===== config.mk =====
export PLATFORM = sky130hd
export DESIGN_NAME = rms_level_meter_flat
export DESIGN_NICKNAME = d
export VERILOG_FILES = /design/src/rlm_pkg.sv /design/src/rlm_if.sv /design/src/rlm_front.sv /design/src/rlm_queue.sv /design/src/rlm_back.sv /design/src/rms_level_meter.sv /design/src/flat_wrapper.sv
export SDC_FILE = /design/constraint.sdc
export NUM_CORES = 1
export LEC_CHECK = 0
export BUFFER_PORTS_ARGS = -buffer_cell sky130_fd_sc_hd__buf_4
export CAP_MARGIN = 20
export CORE_MARGIN = 3
export CORE_UTILIZATION = 35
export DETAILED_ROUTE_END_ITERATION = 8
export PLACE_DENSITY = 0.47
export SETUP_SLACK_MARGIN = 0.3
export SYNTH_ARGS = -nofsm -noshare
export SYNTH_HDL_FRONTEND = slang
export SYNTH_HIERARCHICAL = 1
export SYNTH_SLANG_ARGS = --single-unit
export TNS_END_PERCENT = 20

===== constraint.sdc =====
create_clock -name clk_i -period 8.8 [get_ports clk_i]
set_clock_uncertainty 0.15 [all_clocks]
set_input_delay 0.44 -clock clk_i [delete_from_list [all_inputs] [get_ports clk_i]]
set_output_delay 0.44 -clock clk_i [all_outputs]
set_load 0.005 [all_outputs]

===== src/rlm_pkg.sv =====
`default_nettype none

package rlm_pkg;

  // field widths
  localparam int unsigned SAMPLE_WIDTH = 16;
  localparam int unsigned COUNT_WIDTH  = 16;
  localparam int unsigned SUM_WIDTH    = 48;

  // derived datapath widths
  localparam int unsigned DIFF_WIDTH    = SAMPLE_WIDTH + 1;
  localparam int unsigned SQ_WIDTH      = 2 * SAMPLE_WIDTH;
  localparam int unsigned ROOT_WIDTH    = SUM_WIDTH / 2;
  localparam int unsigned SREM_WIDTH    = ROOT_WIDTH + 2;
  localparam int unsigned DREM_WIDTH    = COUNT_WIDTH + 1;
  localparam int unsigned STEP_WIDTH    = $clog2(SUM_WIDTH);

  // window record queue
  localparam int unsigned QUEUE_DEPTH = 2;
  localparam int unsigned QPTR_WIDTH  = $clog2(QUEUE_DEPTH);

  localparam logic [COUNT_WIDTH-1:0] COUNT_MAX = '1;
  localparam logic [SUM_WIDTH-1:0]   SUM_MAX   = '1;

  // one closed window, handed from accumulator to divide/root unit
  typedef struct packed {
    logic [SUM_WIDTH-1:0]   sum;
    logic [COUNT_WIDTH-1:0] count;
    logic                   ovf;
  } rlm_window_t;

endpackage

`default_nettype wire


===== src/rlm_if.sv =====
`default_nettype none

// sample stream
interface rlm_sample_if import rlm_pkg::*; ();
  logic                           valid;
  logic                           ready;
  logic signed [SAMPLE_WIDTH-1:0] sample;
  logic                           last;

  modport source (output valid, output sample, output last, input ready);
  modport sink (input valid, input sample, input last, output ready);
endinterface

// result stream
interface rlm_result_if import rlm_pkg::*; ();
  logic                    valid;
  logic                    ready;
  logic [SAMPLE_WIDTH-1:0] rms_value;
  logic [COUNT_WIDTH-1:0]  window_count;
  logic                    overflow;

  modport source (output valid, output rms_value, output window_count, output overflow,
                  input ready);
  modport sink (input valid, input rms_value, input window_count, input overflow,
                output ready);
endinterface

// dc offset register write
interface rlm_cfg_if import rlm_pkg::*; ();
  logic                           valid;
  logic                           ready;
  logic signed [SAMPLE_WIDTH-1:0] data;

  modport source (output valid, output data, input ready);
  modport sink (input valid, input data, output ready);
endinterface

`default_nettype wire


===== src/rlm_front.sv =====
`default_nettype none

module rlm_front import rlm_pkg::*; (
  input  logic        clk_i,
  input  logic        rst_ni,
  rlm_sample_if.sink  sample_i,
  rlm_cfg_if.sink     cfg_i,
  output logic        push_valid_o,
  input  logic        push_ready_i,
  output rlm_window_t push_data_o
);

  logic signed [SAMPLE_WIDTH-1:0] dc_offset_q;

  logic signed [DIFF_WIDTH-1:0] diff;
  logic [DIFF_WIDTH-1:0]        abs_full;
  logic [SAMPLE_WIDTH-1:0]      mag;
  logic [SQ_WIDTH-1:0]          sq_d, sq_q;

  logic s1_valid_q, s1_last_q, s1_go, in_ready, in_accept;

  logic [SUM_WIDTH-1:0]   sum_q, acc_sum;
  logic [COUNT_WIDTH-1:0] count_q, acc_count;
  logic                   ovf_q, acc_ovf;
  logic [SUM_WIDTH:0]     sum_ext;

  // config register, always writable
  assign cfg_i.ready = 1'b1;

  always_ff @(posedge clk_i or negedge rst_ni) begin
    if (!rst_ni) begin
      dc_offset_q <= '0;
    end else if (cfg_i.valid) begin
      dc_offset_q <= cfg_i.data;
    end
  end

  // offset removal and square
  always_comb begin
    diff     = DIFF_WIDTH'(sample_i.sample) - DIFF_WIDTH'(dc_offset_q);
    abs_full = diff[DIFF_WIDTH-1] ? DIFF_WIDTH'(-diff) : DIFF_WIDTH'(diff);
    mag      = abs_full[SAMPLE_WIDTH-1:0];
    sq_d     = SQ_WIDTH'(mag) * SQ_WIDTH'(mag);
  end

  // square stage handshake: a last item waits until the queue has room
  assign s1_go       = s1_valid_q && (!s1_last_q || push_ready_i);
  assign in_ready    = !s1_valid_q || s1_go;
  assign in_accept   = sample_i.valid && in_ready;
  assign sample_i.ready = in_ready;

  always_ff @(posedge clk_i or negedge rst_ni) begin
    if (!rst_ni) begin
      s1_valid_q <= 1'b0;
    end else if (in_accept) begin
      s1_valid_q <= 1'b1;
    end else if (s1_go) begin
      s1_valid_q <= 1'b0;
    end
  end

  always_ff @(posedge clk_i) begin
    if (in_accept) begin
      sq_q      <= sq_d;
      s1_last_q <= sample_i.last;
    end
  end

  // accumulate with count and sum saturation
  assign sum_ext = {1'b0, sum_q} + (SUM_WIDTH + 1)'(sq_q);

  always_comb begin
    acc_sum   = sum_q;
    acc_count = count_q;
    acc_ovf   = ovf_q;
    if (count_q == COUNT_MAX) begin
      acc_ovf = 1'b1;
    end else begin
      if (sum_ext[SUM_WIDTH]) begin
        acc_sum = SUM_MAX;
        acc_ovf = 1'b1;
      end else begin
        acc_sum = sum_ext[SUM_WIDTH-1:0];
      end
      acc_count = count_q + 1'b1;
    end
  end

  assign push_valid_o = s1_valid_q && s1_last_q;
  assign push_data_o  = '{sum: acc_sum, count: acc_count, ovf: acc_ovf};

  // window state, cleared when the window closes
  always_ff @(posedge clk_i or negedge rst_ni) begin
    if (!rst_ni) begin
      sum_q   <= '0;
      count_q <= '0;
      ovf_q   <= 1'b0;
    end else if (s1_go) begin
      if (s1_last_q) begin
        sum_q   <= '0;
        count_q <= '0;
        ovf_q   <= 1'b0;
      end else begin
        sum_q   <= acc_sum;
        count_q <= acc_count;
        ovf_q   <= acc_ovf;
      end
    end
  end

`ifndef ASSERT_OFF
  // a full count sets the flag on the next sample that does not close the window
  a_count_full_sets_ovf: assert property (@(posedge clk_i) disable iff (!rst_ni)
    s1_go && !s1_last_q && count_q == COUNT_MAX |=> ovf_q && count_q == COUNT_MAX)
    else $error("count full did not set overflow");

  // closing a window clears all window state
  a_window_clear: assert property (@(posedge clk_i) disable iff (!rst_ni)
    s1_go && s1_last_q |=> count_q == '0 && sum_q == '0 && !ovf_q)
    else $error("window state not cleared");

  // input stalls only while a closed window waits for queue room
  a_stall_cause: assert property (@(posedge clk_i) disable iff (!rst_ni)
    !in_ready |-> s1_valid_q && s1_last_q && !push_ready_i)
    else $error("input stalled without cause");
`endif

endmodule

`default_nettype wire


===== src/rlm_queue.sv =====
`default_nettype none

module rlm_queue import rlm_pkg::*; (
  input  logic        clk_i,
  input  logic        rst_ni,
  input  logic        push_valid_i,
  output logic        push_ready_o,
  input  rlm_window_t push_data_i,
  output logic        pop_valid_o,
  input  logic        pop_ready_i,
  output rlm_window_t pop_data_o
);

  rlm_window_t             entry_q [QUEUE_DEPTH];
  logic [QPTR_WIDTH-1:0]   wr_ptr_q, rd_ptr_q;
  logic [QPTR_WIDTH:0]     fill_q;
  logic                    push, pop;

  assign push_ready_o = fill_q != (QPTR_WIDTH + 1)'(QUEUE_DEPTH);
  assign pop_valid_o  = fill_q != '0;
  assign push         = push_valid_i && push_ready_o;
  assign pop          = pop_valid_o && pop_ready_i;
  assign pop_data_o   = entry_q[rd_ptr_q];

  // entry storage
  always_ff @(posedge clk_i) begin
    if (push) begin
      entry_q[wr_ptr_q] <= push_data_i;
    end
  end

  // pointers and fill level
  always_ff @(posedge clk_i or negedge rst_ni) begin
    if (!rst_ni) begin
      wr_ptr_q <= '0;
      rd_ptr_q <= '0;
      fill_q   <= '0;
    end else begin
      if (push) begin
        wr_ptr_q <= (wr_ptr_q == QPTR_WIDTH'(QUEUE_DEPTH - 1)) ? '0 : wr_ptr_q + 1'b1;
      end
      if (pop) begin
        rd_ptr_q <= (rd_ptr_q == QPTR_WIDTH'(QUEUE_DEPTH - 1)) ? '0 : rd_ptr_q + 1'b1;
      end
      if (push && !pop) begin
        fill_q <= fill_q + 1'b1;
      end else if (pop && !push) begin
        fill_q <= fill_q - 1'b1;
      end
    end
  end

endmodule

`default_nettype wire


===== src/rlm_back.sv =====
`default_nettype none

module rlm_back import rlm_pkg::*; (
  input  logic         clk_i,
  input  logic         rst_ni,
  input  logic         pop_valid_i,
  output logic         pop_ready_o,
  input  rlm_window_t  pop_data_i,
  rlm_result_if.source result_o
);

  typedef enum logic [1:0] {
    ST_IDLE,
    ST_DIV,
    ST_SQRT,
    ST_HOLD
  } state_e;

  state_e                 state_q;
  logic [STEP_WIDTH-1:0]  step_q;
  logic [SUM_WIDTH-1:0]   work_q;
  logic [DREM_WIDTH-1:0]  rem_q;
  logic [COUNT_WIDTH-1:0] divisor_q;
  logic                   ovf_q;
  logic [ROOT_WIDTH-1:0]  root_q;
  logic [SREM_WIDTH-1:0]  srem_q;

  logic                    res_valid_q;
  logic [SAMPLE_WIDTH-1:0] res_rms_q;
  logic [COUNT_WIDTH-1:0]  res_count_q;
  logic                    res_ovf_q;

  logic [DREM_WIDTH-1:0]   rem_shift;
  logic [DREM_WIDTH:0]     div_diff;
  logic                    div_ge;
  logic [SUM_WIDTH-1:0]    quot_next;
  logic [SREM_WIDTH+1:0]   srem_shift;
  logic [SREM_WIDTH+2:0]   sqrt_diff;
  logic                    sqrt_ge;
  logic                    out_free;

  // restoring divide, one quotient bit a cycle
  always_comb begin
    rem_shift = {rem_q[COUNT_WIDTH-1:0], work_q[SUM_WIDTH-1]};
    div_diff  = {1'b0, rem_shift} - (DREM_WIDTH + 1)'(divisor_q);
    div_ge    = !div_diff[DREM_WIDTH];
    quot_next = {work_q[SUM_WIDTH-2:0], div_ge};
  end

  // digit-by-digit square root, two radicand bits a cycle
  always_comb begin
    srem_shift = {srem_q, work_q[SUM_WIDTH-1 -: 2]};
    sqrt_diff  = {1'b0, srem_shift} - (SREM_WIDTH + 3)'({root_q, 2'b01});
    sqrt_ge    = !sqrt_diff[SREM_WIDTH+2];
  end

  assign out_free    = !res_valid_q || result_o.ready;
  assign pop_ready_o = state_q == ST_IDLE;

  assign result_o.valid        = res_valid_q;
  assign result_o.rms_value    = res_rms_q;
  assign result_o.window_count = res_count_q;
  assign result_o.overflow     = res_ovf_q;

  // sequencer and output register
  always_ff @(posedge clk_i or negedge rst_ni) begin
    if (!rst_ni) begin
      state_q     <= ST_IDLE;
      step_q      <= '0;
      res_valid_q <= 1'b0;
    end else begin
      if (state_q == ST_HOLD && out_free) begin
        res_valid_q <= 1'b1;
      end else if (result_o.ready) begin
        res_valid_q <= 1'b0;
      end
      unique case (state_q)
        ST_IDLE: begin
          if (pop_valid_i) begin
            step_q  <= STEP_WIDTH'(SUM_WIDTH - 1);
            state_q <= ST_DIV;
          end
        end
        ST_DIV: begin
          if (step_q == '0) begin
            step_q  <= STEP_WIDTH'(ROOT_WIDTH - 1);
            state_q <= ST_SQRT;
          end else begin
            step_q <= step_q - 1'b1;
          end
        end
        ST_SQRT: begin
          step_q <= step_q - 1'b1;
          if (step_q == '0) begin
            state_q <= ST_HOLD;
          end
        end
        ST_HOLD: begin
          if (out_free) begin
            state_q <= ST_IDLE;
          end
        end
        default: begin
          state_q <= ST_IDLE;
        end
      endcase
    end
  end

  // datapath registers
  always_ff @(posedge clk_i) begin
    unique case (state_q)
      ST_IDLE: begin
        if (pop_valid_i) begin
          work_q    <= pop_data_i.sum;
          rem_q     <= '0;
          divisor_q <= pop_data_i.count;
          ovf_q     <= pop_data_i.ovf;
        end
      end
      ST_DIV: begin
        rem_q <= div_ge ? div_diff[DREM_WIDTH-1:0] : rem_shift;
        if (step_q == '0) begin
          // zero count reads as a zero mean
          work_q <= (divisor_q == '0) ? '0 : quot_next;
          root_q <= '0;
          srem_q <= '0;
        end else begin
          work_q <= quot_next;
        end
      end
      ST_SQRT: begin
        work_q <= {work_q[SUM_WIDTH-3:0], 2'b00};
        root_q <= {root_q[ROOT_WIDTH-2:0], sqrt_ge};
        srem_q <= sqrt_ge ? sqrt_diff[SREM_WIDTH-1:0] : srem_shift[SREM_WIDTH-1:0];
      end
      ST_HOLD: begin
        if (out_free) begin
          res_rms_q   <= root_q[SAMPLE_WIDTH-1:0];
          res_count_q <= divisor_q;
          res_ovf_q   <= ovf_q;
        end
      end
      default: begin
      end
    endcase
  end

endmodule

`default_nettype wire


===== src/rms_level_meter.sv =====
`default_nettype none

// channel   dir  fields                               accepted when
// sample_i  in   sample[15:0] signed, last            valid && ready
// result_o  out  rms_value, window_count, overflow    valid && ready
// cfg_i     in   data[15:0] signed (dc_offset)        valid && ready (ready tied high)
//
// samples are taken one per cycle: a square stage, then the accumulator
// a closed window passes through a two-entry queue to a shared divide/root sequencer
// each window's result passes the sequencer's divide, root and hold states in turn
// sampling stalls only when a window closes while the queue holds two windows
// rst_ni clears window state, queue, sequencer and dc_offset (to zero)

module rms_level_meter import rlm_pkg::*; (
  input  logic         clk_i,
  input  logic         rst_ni,
  rlm_sample_if.sink   sample_i,
  rlm_result_if.source result_o,
  rlm_cfg_if.sink      cfg_i
);

  logic        push_valid, push_ready, pop_valid, pop_ready;
  rlm_window_t push_data, pop_data;

  // accumulator front
  rlm_front u_front (
    .clk_i        (clk_i),
    .rst_ni       (rst_ni),
    .sample_i     (sample_i),
    .cfg_i        (cfg_i),
    .push_valid_o (push_valid),
    .push_ready_i (push_ready),
    .push_data_o  (push_data)
  );

  // window record queue
  rlm_queue u_queue (
    .clk_i        (clk_i),
    .rst_ni       (rst_ni),
    .push_valid_i (push_valid),
    .push_ready_o (push_ready),
    .push_data_i  (push_data),
    .pop_valid_o  (pop_valid),
    .pop_ready_i  (pop_ready),
    .pop_data_o   (pop_data)
  );

  // divide and root back end
  rlm_back u_back (
    .clk_i       (clk_i),
    .rst_ni      (rst_ni),
    .pop_valid_i (pop_valid),
    .pop_ready_o (pop_ready),
    .pop_data_i  (pop_data),
    .result_o    (result_o)
  );

endmodule

`default_nettype wire


===== src/flat_wrapper.sv =====
// flat-port wrapper written by rule: the top's interface ports become plain ports
module rms_level_meter_flat import rlm_pkg::*;
  (clk_i, rst_ni, sample_i_valid, sample_i_sample, sample_i_last, sample_i_ready, result_o_valid, result_o_rms_value, result_o_window_count, result_o_overflow, result_o_ready, cfg_i_valid, cfg_i_data, cfg_i_ready);
  rlm_sample_if sample_i_i ();
  rlm_result_if result_o_i ();
  rlm_cfg_if cfg_i_i ();
  input  logic clk_i;
  input  logic rst_ni;
  input wire logic [$bits(sample_i_i.valid)-1:0] sample_i_valid;
  input wire logic [$bits(sample_i_i.sample)-1:0] sample_i_sample;
  input wire logic [$bits(sample_i_i.last)-1:0] sample_i_last;
  output wire logic [$bits(sample_i_i.ready)-1:0] sample_i_ready;
  output wire logic [$bits(result_o_i.valid)-1:0] result_o_valid;
  output wire logic [$bits(result_o_i.rms_value)-1:0] result_o_rms_value;
  output wire logic [$bits(result_o_i.window_count)-1:0] result_o_window_count;
  output wire logic [$bits(result_o_i.overflow)-1:0] result_o_overflow;
  input wire logic [$bits(result_o_i.ready)-1:0] result_o_ready;
  input wire logic [$bits(cfg_i_i.valid)-1:0] cfg_i_valid;
  input wire logic [$bits(cfg_i_i.data)-1:0] cfg_i_data;
  output wire logic [$bits(cfg_i_i.ready)-1:0] cfg_i_ready;
  assign sample_i_i.valid = sample_i_valid;
  assign sample_i_i.sample = sample_i_sample;
  assign sample_i_i.last = sample_i_last;
  assign sample_i_ready = sample_i_i.ready;
  assign result_o_valid = result_o_i.valid;
  assign result_o_rms_value = result_o_i.rms_value;
  assign result_o_window_count = result_o_i.window_count;
  assign result_o_overflow = result_o_i.overflow;
  assign result_o_i.ready = result_o_ready;
  assign cfg_i_i.valid = cfg_i_valid;
  assign cfg_i_i.data = cfg_i_data;
  assign cfg_i_ready = cfg_i_i.ready;
  rms_level_meter u_core (.clk_i(clk_i), .rst_ni(rst_ni), .sample_i(sample_i_i), .result_o(result_o_i), .cfg_i(cfg_i_i));
endmodule

==> flow_summary_export.csv, run 1 <==
group,metric,value,unit
run_status,status,"finished, violations left",
run_status,violations,"setup timing",
worst_setup_path,crit_path_frequent_cell,"fa_1",
sta,slew_headroom,0.303,
logic_synthesis,ys_seq_area_frac,0.410,
worst_setup_path,worstReg2RegEnd,"u_core/u_front/sq_q[31]",
layout,final_common_cell,"inv_1",
logic_synthesis,synth_xor_area_frac,0.0425,
floorplanning,io_pins,74,
detailed_routing,first_pass_iters,5,
logic_synthesis,synthAdderAreaFrac,0.194,
logic_synthesis,synth_top_family_by_area,"adder cells",
placement,placed_area,32800,sq um
worst_setup_path,r2r_cells,35,
floorplanning,initial_utilization,0.354,
global_routing,grt_start_max_net_pins,97,
sta,hold_viol_final,0,
sta,fmax,113,MHz
sta,rsz0062_at_grt,"yes",
floorplanning,rows,106,
worst_setup_path,ff2ff_setup_slack,-0.06,ns
global_routing,antenna_found_initial,0,
clock_tree,cts.sinks,421,
clock_tree,root_buffer,"clkbuf_16",
sta,timing.final.crit_share,1.01,
floorplanning,dieHeight,297,microns
logic_synthesis,synth.distinct_cells,91,
worst_setup_path,timing_worst_setup_path_type,"register to register",
detailed_routing,first_iter_violations,982,
layout,final_cell_area,35100,sq um
worst_setup_path,reg2reg_from,"u_core/u_front/dc_offset_q[0]",
detailed_routing,ant_nets,0,
worst_setup_path,crit_required,8.97,ns
floorplanning,die_area,88200,sq um
worst_setup_path,start_kind,"register",
floorplanning,die_w,297,microns
min_path,holdCritPathClass,"primary input to register",
layout,multi_input_area,16200,sq um
logic_synthesis,ys.flop_type,"edfxtp_1",
clock_tree,path_clk_slew,0.06,ns
worst_setup_path,cp_max_fo,5,
worst_setup_path,slowest_stage,"fa_1",
logic_synthesis,syn_inst,2813,
global_routing,first_global_vias,22500,
layout,diodes,0,
clock_tree,clockBufferDepth,3,
placement,port-buffer-count,72,
worst_setup_path,worstPathArrival,9.02,ns
layout,most-common-layout-cells,"inv_1, edfxtp_1, buf_4, nor2_1, ha_1",
worst_setup_path,endpoint,"u_core/u_front/sq_q[31]",
layout,drive_gt1_frac,0.179,
sta,worstMarginPinSlew,1.04,ns
layout,register_area,12200,sq um
detailed_routing,viasPerCell,5.01,
worst_setup_path,worstSetupEndpointType,"register",
logic_synthesis,syn_area,29600,sq um
clock_tree,htree_levels,2,
placement,dpl.hpwl,52300,microns
sta,maxSlewViolCount,0,
sta,setup_ws,-0.0571,ns
placement,place_inst,4100,
logic_synthesis,syn_nets,3211,
logic_synthesis,yosys_register_bits,421,
placement,place_ws,-0.442,ns
layout,layout.nets,3447,
global_routing,grt_usage,0.161,
run,maxCapViolations,0,
logic_synthesis,synth_simple_gate_area_frac,0.104,
layout,fillers,8123,
sta,min_period,8.86,ns
layout,fin_cells,4223,
logic_synthesis,synth_edf_count,326,
detailed_routing,drc,0,
detailed_routing,wl_per_cell,16.7,microns
logic_synthesis,synth_warnings,6,
placement,routabilityCongestion,0.844,
logic_synthesis,synth_mux_area_frac,0.0357,
worst_setup_path,startpoint,"u_core/u_front/dc_offset_q[0]",
clock_tree,cts_tree,"yes",
layout,area_delta_synth_final,18.3,%
detailed_routing,num_vias,21200,
floorplanning,core,83800,sq um
clock_tree,worstSkewPairLatency,0.60,ns
worst_setup_path,slowest_delay,0.54,ns
sta,setup_viol,1,
logic_synthesis,async_flop_share,0.226,
detailed_routing,routed_wl,70700,microns
logic_synthesis,synth.avg_cell_area,10.5,sq um
clock_tree,cts_buffers,49,
global_routing,grt_overflow_total,0,
logic_synthesis,synth_compound_area_frac,0.153,
global_routing,grt_pass1_wl,118000,microns
sta,timing.hold.ws,0.0870,ns
how the worst min path moves through the flow:
stage | to | slack [ns] | cells after the start | from
4_1_cts | u_core/u_front/dc_offset_q[12] | 0.04 | 3 | cfg_i_valid
5_1_grt | u_core/u_front/dc_offset_q[10] | 0.07 | 2 | cfg_i_valid
6_report | u_core/u_front/dc_offset_q[1] | 0.09 | 3 | cfg_i_valid
2_1_floorplan | u_core/u_back/result_o.valid | -0.006 | 0 | rst_ni
3_3_place_gp | u_core/u_back/result_o.valid | 0.26 | 1 | rst_ni
3_5_place_dp | u_core/u_back/result_o.valid | 0.26 | 1 | rst_ni
per-layer routing:
metal / global-route usage / routed length, microns / vias to the layer above
met5: 0 / 0 / -
li1: - / - / 10400
met4: 0.0385 / 1340 / 0
met1: 0.208 / 32200 / 10400
met3: 0.0184 / 1880 / 78
met2: 0.288 / 35300 / 262
repair_timing:
action | in CTS | in global routing
pin swaps | 34 | 15
setup endpoints to repair | 11 | 17
buffers inserted | 8 | 4
hold endpoints to repair | 45 | 0
cloned | 0 | 0
hold buffers | 20 | 0
resized for setup | 39 | 22
critical path: cells and delay by family (launching register included):
| kind | cells | cell delay [ns] |
|---|---|---|
| AO/OA/AOI/OAI | 15 | 3.16 |
| AND/OR/NAND/NOR | 2 | 0.38 |
| flip-flops | 1 | 0.39 |
| buffers and inverters | 7 | 0.34 |
| XOR/XNOR | 2 | 0.45 |
| adder cells (fa/ha/maj) | 9 | 3.66 |
synthesized netlist by cell type (26+ instances only):
| cell type | instances | area, sq um |
|---|---|---|
| xor2_1 | 43 | 377 |
| o21a_1 | 26 | 195 |
| a22oi_1 | 47 | 353 |
| nand2_1 | 183 | 687 |
| nand3_1 | 56 | 280 |
| ha_1 | 195 | 2440 |
| mux2_4 | 40 | 601 |
| edfxtp_1 | 326 | 9790 |
| a21oi_1 | 192 | 961 |
| nor3_1 | 41 | 205 |
| o22a_1 | 37 | 324 |
| fa_1 | 165 | 3300 |
| mux2_2 | 30 | 338 |
| nor2_1 | 245 | 920 |
| inv_1 | 341 | 1280 |
| a21o_1 | 49 | 368 |
| dfrtp_1 | 95 | 2380 |
| clkbuf_1 | 88 | 330 |
| a22o_1 | 42 | 368 |
| xnor2_1 | 91 | 797 |
| o21ai_0 | 89 | 445 |
cell families (layout without fill, tap and decap cells):
family,after synthesis,in the layout
DFF,421,421
adders and majority gates,360,360
other,1,1
AOI/OAI and AO/OA,673,673
and+or+nand+nor,674,674
buffers and inverters,463,739
xor gates and xnor gates,139,139
muxes,82,82
registers in the layout, indices dropped and copies added (netlist names), 2 cells and up:
register                             count
u_core/u_back/work_q                    48
u_core/u_front/sum_q                    48
u_core/u_back/result_o.window_count     16
u_core/u_back/step_q                     6
u_core/u_front/count_q                  16
u_core/u_queue/fill_q                    2
u_core/u_back/divisor_q                 16
u_core/u_back/rem_q                     16
u_core/u_front/sq_q                     31
u_core/u_back/srem_q                    26
u_core/u_queue/entry_q                 130
u_core/u_front/dc_offset_q              16
u_core/u_back/state_q                    2
u_core/u_back/root_q                    24
u_core/u_back/result_o.rms_value        16
area by class of cell:
type,instances,share of cell area
Inverter,347,0.0376
Sequential cell,421,0.347
Clock inverter,27,0.00963
Timing Repair Buffer,301,0.0664
Tap cell,1134,0.0404
Multi-Input combinational cell,1929,0.461
Clock buffer,64,0.0380
metrics by stage:
step            util  TNS [ns]
2_1_floorplan      -         0
3_3_place_gp   0.392     -1.72
3_5_place_dp   0.392     -2.41
4_1_cts        0.417   -0.0649
5_1_grt        0.419     -2.01
6_report       0.419   -0.0571
Power of run 1 is left out: the tool's default activity adds up to more than one toggle a clock period on the data nets, which glitch-free logic cannot reach.
==> run 2: changes to the inputs <==
--- a/config.mk
+++ b/config.mk
@@ -10,6 +10,7 @@
 export CORE_MARGIN = 3
 export CORE_UTILIZATION = 35
 export DETAILED_ROUTE_END_ITERATION = 8
+export GPL_TIMING_DRIVEN = 0
 export PLACE_DENSITY = 0.47
 export SETUP_SLACK_MARGIN = 0.3
 export SYNTH_ARGS = -nofsm -noshare
==> flow_summary_export.csv, run 2 (same netlist as run 1, synthesis figures left out) <==
group,metric,value,unit
floorplanning,core,83800,sq um
floorplanning,dieHeight,297,microns
layout,reg_top3,"u_core/u_queue/entry_q (130), u_core/u_back/work_q (48), u_core/u_front/sum_q (48)",
layout,diodes,0,
floorplanning,initial_utilization,0.354,
clock_tree,root_buffer,"clkbuf_16",
worst_setup_path,timing_worst_setup_path_type,"register to register",
floorplanning,die_area,88200,sq um
run,maxCapViolations,0,
worst_setup_path,start_kind,"register",
floorplanning,rows,106,
worst_setup_path,worstPathArrival,9.25,ns
global_routing,grt_usage,0.172,
floorplanning,io_pins,74,
sta,rsz0062_at_grt,"yes",
clock_tree,cts.sinks,421,
sta,min_period,9.07,ns
placement,routabilityCongestion,0.837,
layout,most-common-layout-cells,"inv_1, edfxtp_1, nor2_1, ha_1, a21oi_1",
global_routing,grt_overflow_total,0,
worst_setup_path,slowest_delay,0.54,ns
layout,drive_gt1_frac,0.157,
worst_setup_path,cp_max_fo,5,
layout,area_delta_synth_final,18.8,%
clock_tree,path_clk_slew,0.06,ns
worst_setup_path,slowest_stage,"fa_1",
layout,final_cell_area,35200,sq um
detailed_routing,ant_nets,0,
run_status,violations,"setup timing",
floorplanning,die_w,297,microns
run_status,status,"finished, violations left",
global_routing,grt_start_max_net_pins,55,
clock_tree,cts_tree,"yes",
sta,setup_viol,5,
global_routing,first_global_vias,22700,
sta,fmax,110,MHz
sta,worstMarginPinSlew,1.02,ns
detailed_routing,num_vias,21400,
layout,layout.nets,3443,
layout,top_register,"u_core/u_queue/entry_q",
layout,fillers,8107,
placement,placed_area,32000,sq um
detailed_routing,viasPerCell,5.08,
worst_setup_path,crit_required,8.98,ns
sta,maxSlewViolCount,0,
detailed_routing,drc,0,
sta,timing.hold.ws,0.259,ns
global_routing,grt_pass1_wl,123000,microns
global_routing,antenna_found_initial,0,
sta,hold_viol_final,0,
worst_setup_path,worstSetupEndpointType,"register",
detailed_routing,first_pass_iters,7,
clock_tree,cts_buffers,48,
clock_tree,htree_levels,2,
worst_setup_path,crit_path_frequent_cell,"fa_1",
sta,slew_headroom,0.312,
min_path,holdCritPathClass,"primary input to asynchronous set/reset pin",
detailed_routing,routed_wl,75900,microns
placement,port-buffer-count,72,
clock_tree,clockBufferDepth,3,
layout,largest_reg_flops,130,
sta,setup_ws,-0.271,ns
layout,final_common_cell,"inv_1",
detailed_routing,first_iter_violations,918,
clock_tree,worstSkewPairLatency,0.60,ns
sta,timing.final.crit_share,1.03,
detailed_routing,wl_per_cell,18.0,microns
placement,dpl.hpwl,57000,microns
[run 2: cell count changes in the layout (fill, tap and decap cells not counted), moves of 5 or more]
cell,previous run,this run
buf_12,0,8
inv_1,333,328
buf_4,276,140
buf_6,5,22
buf_1,0,6
buf_2,0,8
clkbuf_1,10,92
[run 2: path summary, 6_finish.rpt]
kind / start / to / slack, ns / cells after the start
setup reg to reg: u_core/u_front/dc_offset_q[0] / u_core/u_front/sq_q[31] / -0.27 / 32
min in group clk_i: cfg_i_valid / u_core/u_front/dc_offset_q[7] / 0.26 / 3
max in group asynchronous: rst_ni / u_core/u_front/dc_offset_q[14] / 7.46 / 3
setup / recovery: u_core/u_front/dc_offset_q[0] / u_core/u_front/sq_q[31] / -0.27 / 32
hold / removal: rst_ni / u_core/u_back/step_q[0] / 0.26 / 2
hold reg to reg: u_core/u_back/ovf_q / u_core/u_back/result_o.overflow / 0.28 / 0
[run 2: cell type report]
class                   count  area [sq um]  share of cell area
well taps                1134          1420              0.0403
inverters                 347          1330              0.0379
clock inverters            31           417              0.0118
flip-flops and latches    421         12200               0.346
plain buffers             116           592              0.0168
multi-input cells        1930         16400               0.466
clock buffers              59          1260              0.0359
repair buffers            181          1600              0.0453
[run 2: critical path: cells and delay by family, from the launching register on]
kind                       cells  cell delay [ns]
and+or+nand+nor                4             1.03
buffers and inverters          5             0.36
AOI/OAI and AO/OA             11             2.44
xor gates and xnor gates       3             0.63
DFF                            1             0.40
adders and majority gates      9             3.77
[run 2: repair_timing]
item                                   4_1_cts  5_1_grt
endpoints found under the hold margin       60        0
setup buffers                               69       11
resized for setup                          114       24
gates cloned                                 1        0
hold buffers                                21        0
pin swaps                                   59       20
setup endpoints to repair                   21       19
[run 2: metrics by stage]
stage	setup WS (ns)	TNS, ns	utilization	cells
floorplan	0.0653	0	-	2813
global placement	-1.53	-15.00	0.379	4019
detailed placement	-1.42	-14.47	0.382	4027
CTS	-0.270	-1.08	0.418	4208
global route	-0.587	-3.94	0.420	4219
finish	-0.271	-0.910	0.420	4219
[run 2: layer usage]
metal,routed length (microns),global-route usage
met1,33000,0.215
met2,38000,0.306
met3,2240,0.0190
met4,2660,0.0612
met5,0,0
Power of run 2 is left out for the same reason.
==> run 3: changes to the inputs <==
--- a/config.mk
+++ b/config.mk
@@ -11,7 +11,7 @@
 export CORE_UTILIZATION = 35
 export DETAILED_ROUTE_END_ITERATION = 8
 export GPL_TIMING_DRIVEN = 0
-export PLACE_DENSITY = 0.47
+export PLACE_DENSITY = 0.59
 export SETUP_SLACK_MARGIN = 0.3
 export SYNTH_ARGS = -nofsm -noshare
 export SYNTH_HDL_FRONTEND = slang
==> flow_summary_export.csv, run 3 (same netlist as run 1, synthesis figures left out) <==
group,metric,value,unit
run_status,status,"finished, violations left",
run_status,violations,"setup timing",
min_path,holdCritPathClass,"primary input to asynchronous set/reset pin",
floorplanning,die_w,297,microns
layout,top_register,"u_core/u_queue/entry_q",
sta,worstMarginPinSlew,0.938,ns
worst_setup_path,crit_family,"adder cells",
worst_setup_path,startpoint,"u_core/u_front/dc_offset_q[0]",
floorplanning,initial_utilization,0.354,
floorplanning,rows,106,
clock_tree,cts_buffers,48,
layout,drive_gt1_frac,0.165,
worst_setup_path,reg2reg_from,"u_core/u_front/dc_offset_q[0]",
worst_setup_path,r2r_cells,34,
sta,setup_viol,5,
floorplanning,dieHeight,297,microns
clock_tree,worstSkewPairLatency,0.61,ns
global_routing,first_global_vias,21900,
detailed_routing,drc,0,
worst_setup_path,crit_required,8.98,ns
placement,dpl.hpwl,51300,microns
layout,diodes,0,
sta,min_period,9.14,ns
sta,setup_ws,-0.344,ns
worst_setup_path,slowest_delay,0.54,ns
worst_setup_path,crit_path_frequent_cell,"fa_1",
clock_tree,cts.sinks,421,
clock_tree,clockBufferDepth,3,
run,maxCapViolations,0,
detailed_routing,ant_nets,0,
clock_tree,htree_levels,2,
global_routing,antenna_found_initial,0,
sta,rsz0062_at_grt,"yes",
layout,layout.nets,3451,
detailed_routing,viasPerCell,5.06,
layout,reg_top3,"u_core/u_queue/entry_q (130), u_core/u_back/work_q (48), u_core/u_front/sum_q (48)",
layout,area_delta_synth_final,19.4,%
worst_setup_path,timing_worst_setup_path_type,"register to register",
clock_tree,root_buffer,"clkbuf_16",
layout,fillers,8000,
worst_setup_path,critPathBufInv,7,
floorplanning,io_pins,74,
global_routing,grt_start_max_net_pins,80,
worst_setup_path,worstSetupEndpointType,"register",
worst_setup_path,ff2ff_setup_slack,-0.34,ns
global_routing,grtUsageMet2,0.279,
detailed_routing,wl_per_cell,16.7,microns
floorplanning,die_area,88200,sq um
detailed_routing,num_vias,21400,
placement,routabilityCongestion,0.869,
worst_setup_path,slowest_stage,"fa_1",
clock_tree,path_clk_slew,0.06,ns
floorplanning,core,83800,sq um
worst_setup_path,cp_max_fo,10,
detailed_routing,first_pass_iters,5,
global_routing,use_met1,0.206,
global_routing,busiest_layer,"met2",
detailed_routing,routed_wl,70800,microns
placement,port-buffer-count,72,
sta,slew_headroom,0.374,
global_routing,grt_usage,0.159,
layout,fin_util,0.422,
sta,hold_viol_final,0,
layout,final_common_cell,"edfxtp_1",
layout,largest_reg_flops,130,
detailed_routing,first_iter_violations,1297,
clock_tree,cts_tree,"yes",
global_routing,grtUsageMet3,0.0206,
worst_setup_path,worstPathArrival,9.32,ns
sta,timing.final.crit_share,1.04,
layout,most-common-layout-cells,"edfxtp_1, inv_1, nor2_1, ha_1, a21oi_1",
sta,fmax,109,MHz
worst_setup_path,start_kind,"register",
worst_setup_path,worstReg2RegEnd,"u_core/u_front/sq_q[31]",
global_routing,grt_overflow_total,0,
global_routing,grt_pass1_wl,116000,microns
sta,maxSlewViolCount,0,
-- run 3: cell count changes in the layout (fill, tap and decap cells not counted), moves of 3 or more --
cell / before / now
clkinvlp_4: 4 / 7
inv_1: 328 / 324
buf_4: 140 / 153
o21ai_0: 84 / 80
buf_6: 22 / 17
clkbuf_1: 92 / 85
inv_2: 11 / 16
-- run 3: final cells by class --
type                    instances  area, sq um  area share
plain buffers                 116          601      0.0170
clock buffers                  53         1240      0.0350
clock inverters                37          513      0.0145
inverters                     347         1330      0.0376
multi-input cells            1930        16500       0.467
flip-flops and latches        421        12200       0.344
well taps                    1134         1420      0.0401
repair buffers                189         1610      0.0456
-- run 3: layer usage --
| layer | routed length, microns | vias to the layer above |
|---|---|---|
| met4 | 1930 | 0 |
| met5 | 0 | - |
| met2 | 34500 | 449 |
| met1 | 31300 | 10400 |
| met3 | 3090 | 119 |
| li1 | - | 10400 |
-- run 3: worst max path at each step --
stage | slack [ns] | endpoint | cells past startpoint
finish | -0.34 | u_core/u_front/sq_q[31] | 34
global route | -0.60 | u_core/u_front/sq_q[31] | 34
CTS | -0.20 | u_core/u_front/sq_q[31] | 35
detailed placement | -1.22 | u_core/u_front/sq_q[31] | 35
global placement | -1.16 | u_core/u_front/sq_q[31] | 35
floorplan | 0.07 | u_core/u_front/sq_q[31] | 36
-- run 3: stage by stage --
| step | TNS, ns | std cells | hold slack (ns) | area, sq um | worst slack (ns) |
|---|---|---|---|---|---|
| after floorplan | 0 | 2813 | -0.00559 | 29800 | 0.0653 |
| after global placement | -9.87 | 4019 | 0.261 | 31800 | -1.16 |
| after detailed placement | -10.82 | 4025 | 0.160 | 32000 | -1.22 |
| after CTS | -0.473 | 4203 | 0.0996 | 35100 | -0.205 |
| after global routing | -2.82 | 4227 | 0.117 | 35400 | -0.596 |
| final | -0.680 | 4227 | 0.120 | 35400 | -0.344 |
-- run 3: timing repair --
| action | in CTS | in global routing |
|---|---|---|
| buffers inserted | 66 | 24 |
| gates cloned | 1 | 0 |
| setup endpoints to repair | 19 | 17 |
| pin swaps | 60 | 56 |
| endpoints found under the hold margin | 114 | 0 |
| hold buffers | 21 | 0 |
| resized for setup | 125 | 35 |
Power of run 3 is left out for the same reason.
